$ cat src/hdl/sfd_pkg.sv
// Shared constants and types for the SBUS frame decoder.
package sfd_pkg;

  // Frame layout
  localparam int FRAME_BYTES = 25;
  localparam int POS_W       = $clog2(FRAME_BYTES);
  localparam int NUM_CH      = 16;
  localparam int CH_BITS     = 11;
  localparam int CH_IDX_W    = $clog2(NUM_CH);
  localparam int DATA_BYTES  = 22;
  localparam int DATA_W      = DATA_BYTES * 8;

  localparam logic [POS_W-1:0] POS_DATA_FIRST = POS_W'(1);
  localparam logic [POS_W-1:0] POS_DATA_LAST  = POS_W'(DATA_BYTES);
  localparam logic [POS_W-1:0] POS_FLAGS      = POS_W'(DATA_BYTES + 1);
  localparam logic [POS_W-1:0] POS_FOOTER     = POS_W'(FRAME_BYTES - 1);

  localparam logic [CH_IDX_W-1:0] CH_LAST = CH_IDX_W'(NUM_CH - 1);

  // Marker bytes and flag bit positions
  localparam logic [7:0] HDR_BYTE = 8'h0F;
  localparam logic [7:0] FTR_BYTE = 8'h00;
  localparam int LOST_BIT = 2;
  localparam int FS_BIT   = 3;

  // Controller to datapath commands
  typedef struct packed {
    logic                store_data;
    logic                store_flags;
    logic                emit;
    logic [CH_IDX_W-1:0] ch_idx;
    logic                last;
  } sfd_cmd_t;

  // Datapath to controller status
  typedef struct packed {
    logic hdr_match;
    logic ftr_match;
    logic out_free;
  } sfd_sts_t;

endpackage

$ cat src/hdl/sfd_in_if.sv
// Byte request channel into the decoder.
interface sfd_in_if;
  logic       valid;
  logic       ready;
  logic [7:0] rx_byte;

  modport source (output valid, output rx_byte, input ready);
  modport sink   (input valid, input rx_byte, output ready);
endinterface

$ cat src/hdl/sfd_out_if.sv
// Channel result request channel out of the decoder.
interface sfd_out_if;
  logic        valid;
  logic        ready;
  logic [3:0]  channel_index;
  logic [10:0] channel_value;
  logic        link_lost;
  logic        failsafe;
  logic        last_channel;

  modport source (output valid, output channel_index, output channel_value,
                  output link_lost, output failsafe, output last_channel,
                  input ready);
  modport sink   (input valid, input channel_index, input channel_value,
                  input link_lost, input failsafe, input last_channel,
                  output ready);
endinterface

$ cat src/hdl/sbus_frame_decoder.sv
// SBUS frame decoder top level: 25-byte frames in, 16 channel results out.
//
//  channel   dir   payload                                       handshake
//  in_bus    in    rx_byte[7:0]                                  valid/ready
//  out_bus   out   channel_index, channel_value, link_lost,      valid/ready
//                  failsafe, last_channel
//
// Bytes are taken while the decoder is not emitting. After a closing byte
// with a good footer the input stalls while the 16 channels go out (one
// channel per cycle from the payload shifter while out_bus is free); the
// last result sits in the output register while the next byte is already taken.
// rst_n is synchronous: the decoder comes up hunting for a header.
module sbus_frame_decoder (
  input  logic       clk,
  input  logic       rst_n,
  sfd_in_if.sink     in_bus,
  sfd_out_if.source  out_bus
);

  sfd_pkg::sfd_cmd_t cmd;
  sfd_pkg::sfd_sts_t sts;

  sfd_ctrl u_ctrl (
    .clk      (clk),
    .rst_n    (rst_n),
    .in_valid (in_bus.valid),
    .in_ready (in_bus.ready),
    .sts      (sts),
    .cmd      (cmd)
  );

  sfd_datapath u_datapath (
    .clk               (clk),
    .rst_n             (rst_n),
    .rx_byte           (in_bus.rx_byte),
    .out_ready         (out_bus.ready),
    .cmd               (cmd),
    .sts               (sts),
    .out_valid         (out_bus.valid),
    .out_channel_index (out_bus.channel_index),
    .out_channel_value (out_bus.channel_value),
    .out_link_lost     (out_bus.link_lost),
    .out_failsafe      (out_bus.failsafe),
    .out_last_channel  (out_bus.last_channel)
  );

endmodule

$ cat src/hdl/sfd_datapath.sv
// Frame payload storage, channel unpacking shifter and result register.
module sfd_datapath (
  input  logic                  clk,
  input  logic                  rst_n,
  input  logic [7:0]            rx_byte,
  input  logic                  out_ready,
  input  sfd_pkg::sfd_cmd_t     cmd,
  output sfd_pkg::sfd_sts_t     sts,
  output logic                  out_valid,
  output logic [3:0]            out_channel_index,
  output logic [10:0]           out_channel_value,
  output logic                  out_link_lost,
  output logic                  out_failsafe,
  output logic                  out_last_channel
);

  logic [sfd_pkg::DATA_W-1:0] data_r, data_nxt;
  logic                       lost_r, fs_r;
  logic                       out_valid_r, out_valid_nxt;
  logic [3:0]                 idx_r;
  logic [10:0]                val_r;
  logic                       olost_r, ofs_r, olast_r;

  // Bytes 1..22 shift in from the top so byte 1 lands at bit 0; each
  // emitted channel shifts the packed word down by one channel width.
  always_comb begin
    data_nxt = data_r;
    if (cmd.store_data) begin
      data_nxt = {rx_byte, data_r[sfd_pkg::DATA_W-1:8]};
    end else if (cmd.emit) begin
      data_nxt = data_r >> sfd_pkg::CH_BITS;
    end
  end

  always_ff @(posedge clk) begin
    data_r <= data_nxt;
    if (cmd.store_flags) begin
      lost_r <= rx_byte[sfd_pkg::LOST_BIT];
      fs_r   <= rx_byte[sfd_pkg::FS_BIT];
    end
  end

  // Result register: loads when empty or being drained
  always_comb begin
    out_valid_nxt = out_valid_r;
    if (cmd.emit) begin
      out_valid_nxt = 1'b1;
    end else if (out_ready) begin
      out_valid_nxt = 1'b0;
    end
  end

  always_ff @(posedge clk) begin
    if (!rst_n) begin
      out_valid_r <= 1'b0;
    end else begin
      out_valid_r <= out_valid_nxt;
    end
  end

  always_ff @(posedge clk) begin
    if (cmd.emit) begin
      idx_r   <= cmd.ch_idx;
      val_r   <= data_r[sfd_pkg::CH_BITS-1:0];
      olost_r <= lost_r;
      ofs_r   <= fs_r;
      olast_r <= cmd.last;
    end
  end

  assign sts.hdr_match = (rx_byte == sfd_pkg::HDR_BYTE);
  assign sts.ftr_match = (rx_byte == sfd_pkg::FTR_BYTE);
  assign sts.out_free  = !out_valid_r || out_ready;

  assign out_valid         = out_valid_r;
  assign out_channel_index = idx_r;
  assign out_channel_value = val_r;
  assign out_link_lost     = olost_r;
  assign out_failsafe      = ofs_r;
  assign out_last_channel  = olast_r;

endmodule

$ cat src/hdl/sfd_ctrl.sv
// Sync hunt, byte position tracking and channel emit sequencing.
module sfd_ctrl (
  input  logic              clk,
  input  logic              rst_n,
  input  logic              in_valid,
  output logic              in_ready,
  input  sfd_pkg::sfd_sts_t sts,
  output sfd_pkg::sfd_cmd_t cmd
);

  typedef enum logic [2:0] {
    ST_HUNT    = 3'b001,
    ST_COLLECT = 3'b010,
    ST_EMIT    = 3'b100
  } state_t;

  state_t                             state_r, state_nxt;
  logic [sfd_pkg::POS_W-1:0]          pos_r, pos_nxt;
  logic [sfd_pkg::CH_IDX_W-1:0]       ch_r, ch_nxt;
  logic                               accept;

  assign in_ready = (state_r != ST_EMIT);
  assign accept   = in_valid && in_ready;

  // Next state and commands
  always_comb begin
    state_nxt       = state_r;
    pos_nxt         = pos_r;
    ch_nxt          = ch_r;
    cmd.store_data  = 1'b0;
    cmd.store_flags = 1'b0;
    cmd.emit        = 1'b0;
    cmd.ch_idx      = ch_r;
    cmd.last        = (ch_r == sfd_pkg::CH_LAST);
    case (state_r)
      ST_HUNT: begin
        if (accept && sts.hdr_match) begin
          state_nxt = ST_COLLECT;
          pos_nxt   = sfd_pkg::POS_DATA_FIRST;
        end
      end
      ST_COLLECT: begin
        if (accept) begin
          cmd.store_data  = (pos_r >= sfd_pkg::POS_DATA_FIRST) &&
                            (pos_r <= sfd_pkg::POS_DATA_LAST);
          cmd.store_flags = (pos_r == sfd_pkg::POS_FLAGS);
          pos_nxt         = pos_r + 1'b1;
          // closing byte: footer decides emit or drop
          if (pos_r == sfd_pkg::POS_FOOTER) begin
            pos_nxt   = '0;
            ch_nxt    = '0;
            state_nxt = sts.ftr_match ? ST_EMIT : ST_HUNT;
          end
        end
      end
      ST_EMIT: begin
        if (sts.out_free) begin
          cmd.emit = 1'b1;
          ch_nxt   = ch_r + 1'b1;
          if (ch_r == sfd_pkg::CH_LAST) begin
            state_nxt = ST_HUNT;
          end
        end
      end
      default: begin
        state_nxt = ST_HUNT;
      end
    endcase
  end

  always_ff @(posedge clk) begin
    if (!rst_n) begin
      state_r <= ST_HUNT;
      pos_r   <= '0;
      ch_r    <= '0;
    end else begin
      state_r <= state_nxt;
      pos_r   <= pos_nxt;
      ch_r    <= ch_nxt;
    end
  end

endmodule
$ cat src/flat_wrapper.sv
// flat-port wrapper written by rule: the top's interface ports become plain ports
module sbus_frame_decoder_flat 
  (clk, rst_n, in_bus_valid, in_bus_rx_byte, in_bus_ready, out_bus_valid, out_bus_channel_index, out_bus_channel_value, out_bus_link_lost, out_bus_failsafe, out_bus_last_channel, out_bus_ready);
  sfd_in_if in_bus_i ();
  sfd_out_if out_bus_i ();
  input  logic clk;
  input  logic rst_n;
  input wire logic [$bits(in_bus_i.valid)-1:0] in_bus_valid;
  input wire logic [$bits(in_bus_i.rx_byte)-1:0] in_bus_rx_byte;
  output wire logic [$bits(in_bus_i.ready)-1:0] in_bus_ready;
  output wire logic [$bits(out_bus_i.valid)-1:0] out_bus_valid;
  output wire logic [$bits(out_bus_i.channel_index)-1:0] out_bus_channel_index;
  output wire logic [$bits(out_bus_i.channel_value)-1:0] out_bus_channel_value;
  output wire logic [$bits(out_bus_i.link_lost)-1:0] out_bus_link_lost;
  output wire logic [$bits(out_bus_i.failsafe)-1:0] out_bus_failsafe;
  output wire logic [$bits(out_bus_i.last_channel)-1:0] out_bus_last_channel;
  input wire logic [$bits(out_bus_i.ready)-1:0] out_bus_ready;
  assign in_bus_i.valid = in_bus_valid;
  assign in_bus_i.rx_byte = in_bus_rx_byte;
  assign in_bus_ready = in_bus_i.ready;
  assign out_bus_valid = out_bus_i.valid;
  assign out_bus_channel_index = out_bus_i.channel_index;
  assign out_bus_channel_value = out_bus_i.channel_value;
  assign out_bus_link_lost = out_bus_i.link_lost;
  assign out_bus_failsafe = out_bus_i.failsafe;
  assign out_bus_last_channel = out_bus_i.last_channel;
  assign out_bus_i.ready = out_bus_ready;
  sbus_frame_decoder u_core (.clk(clk), .rst_n(rst_n), .in_bus(in_bus_i), .out_bus(out_bus_i));
endmodule
$ cat config.mk
export PLATFORM = sky130hd
export DESIGN_NAME = sbus_frame_decoder_flat
export DESIGN_NICKNAME = d
export VERILOG_FILES = /design/src/hdl/sfd_pkg.sv /design/src/hdl/sfd_in_if.sv /design/src/hdl/sfd_out_if.sv /design/src/hdl/sbus_frame_decoder.sv /design/src/hdl/sfd_datapath.sv /design/src/hdl/sfd_ctrl.sv /design/src/flat_wrapper.sv
export SDC_FILE = /design/constraint.sdc
export NUM_CORES = 1
export LEC_CHECK = 0
export BUFFER_PORTS_ARGS = -buffer_cell sky130_fd_sc_hd__buf_2
export CAP_MARGIN = 20
export CORE_MARGIN = 10
export CORE_UTILIZATION = 25
export DETAILED_ROUTE_END_ITERATION = 8
export GPL_TIMING_DRIVEN = 0
export HOLD_SLACK_MARGIN = 0.02
export PLACE_DENSITY_LB_ADDON = 0.25
export SLEW_MARGIN = 5
export SYNTH_ARGS = -nofsm -noshare
export SYNTH_HDL_FRONTEND = slang
export SYNTH_SLANG_ARGS = --single-unit
$ cat constraint.sdc
create_clock -name clk -period 9.2 [get_ports clk]
set_input_delay 1.84 -clock clk [delete_from_list [all_inputs] [get_ports clk]]
set_output_delay 1.84 -clock clk [all_outputs]
set_load 0.005 [all_outputs]
==> impl_results.md, run 1 <==
- Clock Sinks: 209
- Distinct cells, synth: 47
- EDFF count, synth: 196
- Clock Path Buffers: 3
- Max_cap viols: 0
- Drt first pass iters: 5
- IO Port Bufs: 30
- Maximum VDD drop: 145 µV
- Top-area cell type share of the netlist area: 63.5%
- Post-route setup TNS: 0 ps
- Part of the cycle the worst path needs: 45.9%
- Launching element type of the critical path: input pin
- WL per Instance: 14.3 µm
- Largest net degree at the start of global routing: 64
- Fin nets: 580
- Mean area per synthesized cell: 18.4 µm²
- # DRC: 0
- Worst path arrival time: 4400 ps
- Post-synth top cells: 196 x edfxtp_1, 110 x mux2_4, 48 x mux2_2
- Final setup vio count: 0
- Synth area leader: edfxtp_1
- Worst EP required: 9380 ps
- Util after Layout: 29.5%
- Least-Margin Pin Slew: 818 ps
- Post-synthesis sequential element count: 209
- Core area: 36600 µm²
- Total GRT Usage: 6.62%
- Initial Utilization: 25.3%
- Post-DRT Antenna Nets: 0
- Dominant synthesized flop cell: edfxtp_1
- Top-level port count: 32
- Synth-to-layout area growth: 16.7%
- DPL Wire Length: 9950 µm
- Congestion Overflow GR: 0
- Slew Limit Fails: 0
- Die Area: 45200 µm²
- # hold bufs at CTS: 0
- Post-synthesis instance total: 505
- Die width: 213 µm
- Diode count: 0
- Hold_ws: 418 ps
- Vias: 4340
- Setup bufs post-CTS: 0
- Share of layout cells above drive strength 1: 42.9%
- Num CTS Buffers: 24
- Synth async-reset ratio: 0%
- Worst Skew: 9.44 ps
- Mapped cell area: 9270 µm²
- Initial DRC count: 251
- Max Freq: 237 MHz
- Clock Tree Root: clkbuf_16
- Final hold vios: 0
- Antenna violations before repair: 0
- Worst skew pair latency: 500 ps
- Clk pin slew, worst setup/hold paths: 60 ps
- Syn nets: 522
- Number of placement rows: 70
- Via density: 4.14
- Vias in the first global route: 4767
- Slew headroom: 45.4%
- Htree depth: 1
- Leakage: 3.99 nW
- Synth area leaders: edfxtp_1 63%, mux2_4 18%, mux2_2 5.8%
- Crit path max fanout: 63
- DIE HEIGHT: 213 µm
- CTS tree: done
- Status: finished clean
- Top-count cell post-synth: edfxtp_1
- Yosys warning count: 0
- First-pass GRT wire length: 24600 µm
- HP Class: reg2reg
- Crit path time final: 4220 ps
- Crit end category: flip-flop
- Pwr/cell area: 179 nW/µm²
- GP Congestion: 0.714
- Fillcell total: 3587
- Seq/Total Area, Yosys: 66.3%
- Routed WL: 15000 µm
- RSZ-0062 raised after global routing: false
- Critical path type: in2reg
- Post_cts resized: 0
[through the flow]
step | power [mW] | worst slack (ps) | instance area (µm²) | std cells
6_report | 1.93 | 4980 | 10800 | 1049
5_1_grt | 2.00 | 4770 | 10800 | 1049
4_1_cts | 1.97 | 4910 | 10800 | 1049
2_1_floorplan | 1.05 | 2220 | 9270 | 505
3_5_place_dp | 1.06 | 4390 | 10100 | 1005
3_3_place_gp | 1.05 | 21.6 | 10000 | 1003
[power breakdown]
| part | internal [mW] | leakage [nW] | total, mW | switching [mW] |
|---|---|---|---|---|
| clock | 0.540 | 0.362 | 0.896 | 0.356 |
| combinational | 0.00399 | 1.81 | 0.00995 | 0.00596 |
| sequential | 1.02 | 1.82 | 1.03 | 0.00116 |
[kinds of logic after synthesis]
logic type | share of synthesized area, %
buf+inv | 2.71
mux | 24.5
fa+ha+maj | 0.675
simple gates | 3.79
compound gates | 2.02
flops | 66.3
[layout by cell type (no fill, tap or decap), types with 2 or more instances in the layout]
master / synthesis / routed
nand4_1: 2 / 2
nand3_1: 9 / 9
and3_1: 2 / 2
clkbuf_16: 0 / 25
buf_16: 0 / 2
mux2_2: 48 / 48
nor3b_2: 2 / 2
nand2_1: 10 / 9
mux2_4: 110 / 110
edfxtp_1: 196 / 196
clkinv_2: 0 / 2
nor3b_1: 2 / 2
o21ai_0: 4 / 4
nor4_1: 2 / 2
clkbuf_8: 0 / 2
buf_6: 14 / 14
dfxtp_1: 13 / 13
a21oi_1: 6 / 6
inv_1: 16 / 16
a22oi_1: 4 / 4
and4_1: 2 / 2
clkinv_1: 0 / 5
clkbuf_1: 1 / 9
ha_1: 5 / 5
o21ai_1: 2 / 2
nor3_1: 4 / 4
nor2_1: 15 / 15
mux2_1: 7 / 7
buf_2: 6 / 36
[state kept, by name (all words and copies together) (netlist names)]
register and cells:
u_core.u_datapath.out_last_channel 1, u_core.u_datapath.out_link_lost 1, u_core.u_datapath.lost_r 1, u_core.u_datapath.out_failsafe 1, u_core.u_ctrl.pos_r 5, u_core.u_datapath.out_channel_value 11, u_core.u_ctrl.ch_r 4, u_core.u_datapath.data_r 176
u_core.u_datapath.fs_r 1, u_core.u_ctrl.state_r 3, u_core.u_datapath.out_valid 1, u_core.u_datapath.out_channel_index 4
[worst max-delay path: stages]
cell and delay (ps):
buf_2 140, and4bb_2 320, nand3_2 190, buf_6 210
buf_6 150, buf_2 190, nand2_4 610, buf_16 360
buf_16 300
[per-layer routing]
metal / vias to the layer above / global-route usage [%] / wire (µm)
li1: 2086 / - / -
met1: 2169 / 7.60 / 6450
met2: 61 / 11.7 / 7600
met3: 24 / 1.37 / 496
met4: 0 / 2.71 / 425
met5: - / 0 / 0
[path summary, 6_finish.rpt]
check                                   start  slack [ps]  cells after the start                                      to
setup reg to reg       u_core.u_ctrl.pos_r[0]        5790                     11             u_core.u_datapath.data_r[0]
hold reg to reg   u_core.u_datapath.data_r[4]         420                      0  u_core.u_datapath.out_channel_value[4]
hold / removal    u_core.u_datapath.data_r[4]         420                      0  u_core.u_datapath.out_channel_value[4]
setup / recovery                 in_bus_valid        4980                      9             u_core.u_datapath.data_r[0]
[final cells by class]
cell class | instances | area, µm² | area share, %
clock buffers | 35 | 683 | 6.32
well taps | 468 | 586 | 5.41
flip-flops and latches | 209 | 6150 | 56.8
multi-input cells | 259 | 2880 | 26.6
inverters | 16 | 60.1 | 0.555
clock inverters | 9 | 66.3 | 0.613
repair buffers | 32 | 205 | 1.90
plain buffers | 21 | 191 | 1.77
No activity file was read; power rests on OpenSTA's default activity.
==> run 2: changes to the inputs <==
--- a/config.mk
+++ b/config.mk
@@ -5,6 +5,7 @@
 export SDC_FILE = /design/constraint.sdc
 export NUM_CORES = 1
 export LEC_CHECK = 0
+export ABC_AREA = 1
 export BUFFER_PORTS_ARGS = -buffer_cell sky130_fd_sc_hd__buf_2
 export CAP_MARGIN = 20
 export CORE_MARGIN = 10
==> constraint.sdc (replaced) <==
create_clock -name clk -period 4.4 [get_ports clk]
set_input_delay 0.88 -clock clk [delete_from_list [all_inputs] [get_ports clk]]
set_output_delay 0.88 -clock clk [all_outputs]
set_load 0.005 [all_outputs]
==> run 2 against run 1 <==
  * Die area is 4.2% higher
  * Non-clock buffer count up 25
  * Synthesized area up 4.7%
  * Global-route usage increased by 1.1 points
  * Clock power up 120%
  * Wire length up 22%
  * Hold slack is essentially flat
  * Setup slack worse by 3200 ps
==> impl_results.md, run 2 <==
- Status: finished clean
- EDFF count, synth: 196
- Max_cap viols: 0
- Initial Utilization: 25.2%
- Worst skew pair latency: 520 ps
- Clock Sinks: 209
- Final setup vio count: 0
- Synth area leaders: edfxtp_1 61%, o21ai_2 10%, nand2_1 7.7%
- Maximum VDD drop: 250 µV
- Clock Tree Root: clkbuf_16
- Dominant synthesized flop cell: edfxtp_1
- Mapped cell area: 9710 µm²
- Post-synthesis instance total: 897
- Yosys warning count: 0
- Worst path arrival time: 2920 ps
- Final hold vios: 0
- Antenna violations before repair: 0
- Number of placement rows: 72
- Post-synth top cells: 199 x nand2_1, 196 x edfxtp_1, 192 x inv_1
- Pwr/cell area: 436 nW/µm²
- RSZ-0062 raised after global routing: false
- Setup bufs post-CTS: 0
- Pre-CTS setup slack: 1280 ps
- HP Class: reg2reg
- Via density: 4.00
- Synth async-reset ratio: 0%
- Post-DRT Antenna Nets: 0
- Num CTS Buffers: 25
- Worst EP required: 4670 ps
- Distinct cells, synth: 27
- Placed Cells: 1455
- Slowest CP cell: dfxtp_1
- Crit path time final: 2650 ps
- DPL Wire Length: 12300 µm
- Die Area: 47100 µm²
- Crit end category: flip-flop
- Max Freq: 377 MHz
- Vias in the first global route: 6140
- Clk pin slew, worst setup/hold paths: 60 ps
- Worst Skew: 18.9 ps
- Launching element type of the critical path: flip-flop
- Part of the cycle the worst path needs: 60.2%
- Top-count cell post-synth: nand2_1
- Synth area leader: edfxtp_1
- Leakage: 4.93 nW
- Drt first pass iters: 4
- Commonest non-fill, non-tap cells in the layout: 198 x nand2_1, 196 x edfxtp_1, 191 x inv_1
- Vias: 6009
- Worst path max stage delay: 410 ps
- Share of layout cells above drive strength 1: 23.6%
- Routed WL: 18300 µm
- DP Area: 10700 µm²
- Crit path top cell by count: buf_16
- Critical path type: reg2reg
- Clock Path Buffers: 3
- Congestion Overflow GR: 0
- IO Port Bufs: 31
- Core area: 38600 µm²
- GP Congestion: 0.734
- Mean area per synthesized cell: 10.8 µm²
- Most flops, register: u_core.u_datapath.data_r
- Commonest non-fill, non-tap cell in the layout: nand2_1
- WL per Instance: 12.2 µm
- Seq/Total Area, Yosys: 63.3%
- Final worst setup slack: 1750 ps
- Fillcell total: 4073
- Layout Cells excl Fill: 1501
- Worst path cell trace: inv_1 > ha_1 > nor2_1 > nand4_1 > nand3_4 > clkbuf_2 > o21ai_4 > buf_16 > buf_12 > buf_16 > buf_16
- Top-level port count: 32
- Initial DRC count: 379
- CTS tree: done
- First-pass GRT wire length: 31100 µm
- Crit path max fanout: 21
- # hold bufs at CTS: 0
- Slew headroom: 59.4%
- Slew Limit Fails: 0
- DIE HEIGHT: 217 µm
- Finished Cell Area: 11500 µm²
- Synth-to-layout area growth: 18.7%
- Hold_ws: 418 ps
- Die width: 217 µm
- Syn nets: 914
- Crit path buf inv count: 6
- Crit-path leading delay family: buffers and inverters
- Top-area cell type share of the netlist area: 60.6%
- Post_cts resized: 0
- Post-route setup TNS: 0 ps
- Htree depth: 1
- Diode count: 0
- Fin nets: 981
- Max FFs per register: 176
- # DRC: 0
- Least-Margin Pin Slew: 609 ps
- Total GRT Usage: 7.75%
- Post-synthesis sequential element count: 209
- Largest net degree at the start of global routing: 29
## run 2: changes by cell type after synthesis, sizes merged, moves of 4 or more
cell | before | now
inv | 16 | 195
clkbuf | 1 | 5
nor3b | 4 | 0
a22oi | 4 | 0
buf | 20 | 33
o21ai | 7 | 170
nor2 | 15 | 35
nand3 | 10 | 21
nand4 | 2 | 6
mux2 | 165 | 0
a21oi | 6 | 12
nand2 | 10 | 200
## run 2: routing by layer
layer,up-vias,global-route usage [%],part of all wire (%)
met4,0,2.54,2.4
met2,64,12.6,47
li1,3044,-,-
met3,26,1.41,3.5
met5,-,0,0
met1,2875,10.2,47
## run 2: worst reg2reg max path: stages, from the launching register on
cell and delay [ps]:
dfxtp_1 410, inv_1 100, ha_1 190, nor2_1 80
nand4_1 150, nand3_4 190, clkbuf_2 310, o21ai_4 220
buf_16 220, buf_12 170, buf_16 180, buf_16 170
## run 2: logic make-up (layout without fill, tap and decap cells)
| group | count (synthesis) | in the layout | synth area share [%] |
|---|---|---|---|
| adders and majority gates | 5 | 5 | 0.645 |
| buffers and inverters | 234 | 320 | 11.1 |
| and+or+nand+nor | 263 | 263 | 10.9 |
| DFF | 209 | 209 | 63.3 |
| xor gates and xnor gates | 1 | 1 | 0.0903 |
| AOI/OAI and AO/OA | 185 | 185 | 14.0 |
## run 2: worst paths after layout
| path | from | to | slack, ps | depth (start not counted) |
|---|---|---|---|---|
| worst max-delay path | u_core.u_ctrl.pos_r[1] | u_core.u_datapath.data_r[93] | 1750 | 11 |
| worst max register to register | u_core.u_ctrl.pos_r[1] | u_core.u_datapath.data_r[93] | 1750 | 11 |
| worst min-delay path | u_core.u_datapath.fs_r | u_core.u_datapath.out_failsafe | 420 | 0 |
| worst min register to register | u_core.u_datapath.fs_r | u_core.u_datapath.out_failsafe | 420 | 0 |
## run 2: through the flow
stage                     total power, mW  util, %
after floorplan                      2.91        -
after global placement               3.07     27.3
after detailed placement             3.10     27.9
after CTS                            5.10     29.9
after global routing                 5.27     29.9
final                                5.02     29.9
## run 2: layout make-up
cell class	instances	area, µm²	area share (%)
buffer	38	338	2.93
clock buffer	33	656	5.69
clock inverter	13	118	1.02
inverter	196	748	6.50
multi-input combinational	454	2500	21.7
sequential	209	6150	53.4
tap	518	648	5.63
timing repair buffer	40	360	3.13
## run 2: power by group
part,total [mW],internal (mW),switching (mW)
clock,1.97,1.16,0.803
combinational,0.612,0.221,0.391
sequential,2.44,2.36,0.0829
==> run 3: changes to the inputs <==
--- a/config.mk
+++ b/config.mk
@@ -5,7 +5,7 @@
 export SDC_FILE = /design/constraint.sdc
 export NUM_CORES = 1
 export LEC_CHECK = 0
-export ABC_AREA = 1
+export ABC_AREA = 0
 export BUFFER_PORTS_ARGS = -buffer_cell sky130_fd_sc_hd__buf_2
 export CAP_MARGIN = 20
 export CORE_MARGIN = 10
==> constraint.sdc (replaced) <==
create_clock -name clk -period 2.6 [get_ports clk]
set_input_delay 0.52 -clock clk [delete_from_list [all_inputs] [get_ports clk]]
set_output_delay 0.52 -clock clk [all_outputs]
set_load 0.005 [all_outputs]
==> run 3 against run 2 <==
  * First-iteration DRC count down 20%
  * Hold slack worse by 170 ps
  * Non-clock buffer count down 26
  * Largest power group unchanged
  * Clock skew down 2.6 ps
  * Die area down 4.1%
  * Flip-flop and latch count unchanged
  * Via count down 26%
  * Highest routed layer unchanged
  * Sequential share of layout area up 3.0 points
==> impl_results.md, run 3 (synthesized netlist as in run 1, its figures left out) <==
- # DRC: 0
- Clock Sinks: 209
- P_sw: 1.36 mW
- Diode count: 0
- Comb pwr share: 0.5%
- Slew Limit Fails: 0
- Vias in the first global route: 4803
- Top-level port count: 32
- Finished Cell Area: 10900 µm²
- # hold bufs at CTS: 0
- Worst path cell trace: inv_1 > ha_1 > nor3_1 > nand2_1 > nand3_2 > buf_6 > buf_8 > nand2_8 > buf_16
- Post-DRT Antenna Nets: 0
- Share of layout cells above drive strength 1: 44.3%
- Final setup vio count: 0
- Commonest non-fill, non-tap cell in the layout: edfxtp_1
- RSZ-0062 raised after global routing: false
- Die Area: 45200 µm²
- Crit path time final: 2430 ps
- Critical path type: reg2reg
- First-pass GRT wire length: 25800 µm
- Clock Tree Root: clkbuf_16
- Post-route setup TNS: 0 ps
- HP Start: in_bus_rx_byte[3]
- Vias: 4454
- Htree depth: 1
- Max FFs per register: 176
- Worst path max stage delay: 460 ps
- Clock power share: 48.3%
- DPL Wire Length: 9820 µm
- Largest net degree at the start of global routing: 45
- Sequential Power Share: 51.2%
- Clk pin slew, worst setup/hold paths: 60 ps
- Crit path from: u_core.u_ctrl.pos_r[1]
- Initial Utilization: 25.3%
- Tot Pwr: 7.08 mW
- Die width: 213 µm
- Layout Cells excl Fill: 1051
- Fin nets: 582
- Least-Margin Pin Slew: 625 ps
- Via density: 4.24
- Pwr/cell area: 649 nW/µm²
- Worst Skew: 16.3 ps
- WL per Instance: 15.0 µm
- Initial DRC count: 303
- Crit path max fanout: 44
- Final hold vios: 0
- GP Congestion: 0.717
- Leakage: 4.04 nW
- Max_cap viols: 0
- Maximum VDD drop: 465 µV
- Slowest CP cell: dfxtp_1
- Drt first pass iters: 4
- CTS tree: done
- Crit end category: flip-flop
- Routed WL: 15800 µm
- Max Freq: 412 MHz
- Worst r2r src: u_core.u_ctrl.pos_r[1]
- Util after Layout: 29.8%
- Synth-to-layout area growth: 17.7%
- P_int: 5.72 mW
- Sw Share: 19.2%
- DIE HEIGHT: 213 µm
- HP Class: in2reg
- Worst path arrival time: 2660 ps
- Slew headroom: 58.3%
- Congestion Overflow GR: 0
- Final worst setup slack: 172 ps
- Antenna violations before repair: 0
- Setup bufs post-CTS: 0
- Pre-CTS setup slack: -559 ps
- Status: finished clean
- Hold_ws: 244 ps
- Worst EP required: 2830 ps
- IO Port Bufs: 30
- Most flops, register: u_core.u_datapath.data_r
- Worst skew pair latency: 510 ps
- Placed Cells: 1004
- Total GRT Usage: 7.04%
- Number of placement rows: 70
- Commonest non-fill, non-tap cells in the layout: 196 x edfxtp_1, 110 x mux2_4, 48 x mux2_2
- Clock Path Buffers: 3
- Launching element type of the critical path: flip-flop
- Part of the cycle the worst path needs: 93.4%
- DP Area: 10100 µm²
- Core area: 36600 µm²
- Num CTS Buffers: 25
## run 3: layout make-up
type	count	area, µm²
Fill cell	3615	25700
Sequential cell	209	6150
Multi-Input combinational cell	261	2910
Clock buffer	28	647
Tap cell	468	586
Timing Repair Buffer	32	205
Buffer	20	190
Clock inverter	17	164
Inverter	16	63.8
## run 3: power by group through the flow
stage	combinational [mW]	clock, mW	sequential, mW
6_report	0.0337	3.42	3.63
5_1_grt	0.0383	3.69	3.63
4_1_cts	0.0333	3.55	3.63
3_5_place_dp	0.0329	0	3.70
3_3_place_gp	0.0316	0	3.70
2_1_floorplan	0.0168	0	3.70
## run 3: routing by layer
layer  GRT usage, %  share of wire, %
met4           2.86               3.2
met3           1.34               3.5
met5              0                 0
met1           8.35                43
met2           12.2                50
## run 3: final timing paths
check / depth (start not counted) / slack (ps) / end
worst max-delay path: 9 / 170 / u_core.u_datapath.data_r[88]
worst min-delay path: 1 / 240 / u_core.u_datapath.fs_r
worst max register to register: 9 / 170 / u_core.u_datapath.data_r[88]
worst min register to register: 0 / 420 / u_core.u_datapath.out_channel_value[2]
## run 3: what timing repair did
action / 4_1_cts / 5_1_grt
resized for setup: 2 / 2
hold endpoints to repair: 0 / 0
setup endpoints to repair: 176 / 83
cloned: 3 / 0
pin swaps: 1 / 0
## run 3: worst max-delay path: cells and delay by family (launching register included)
kind	cells	cell delay, ps
and+or+nand+nor	4	610
buffers and inverters	4	830
DFF	1	460
adders and majority gates	1	200
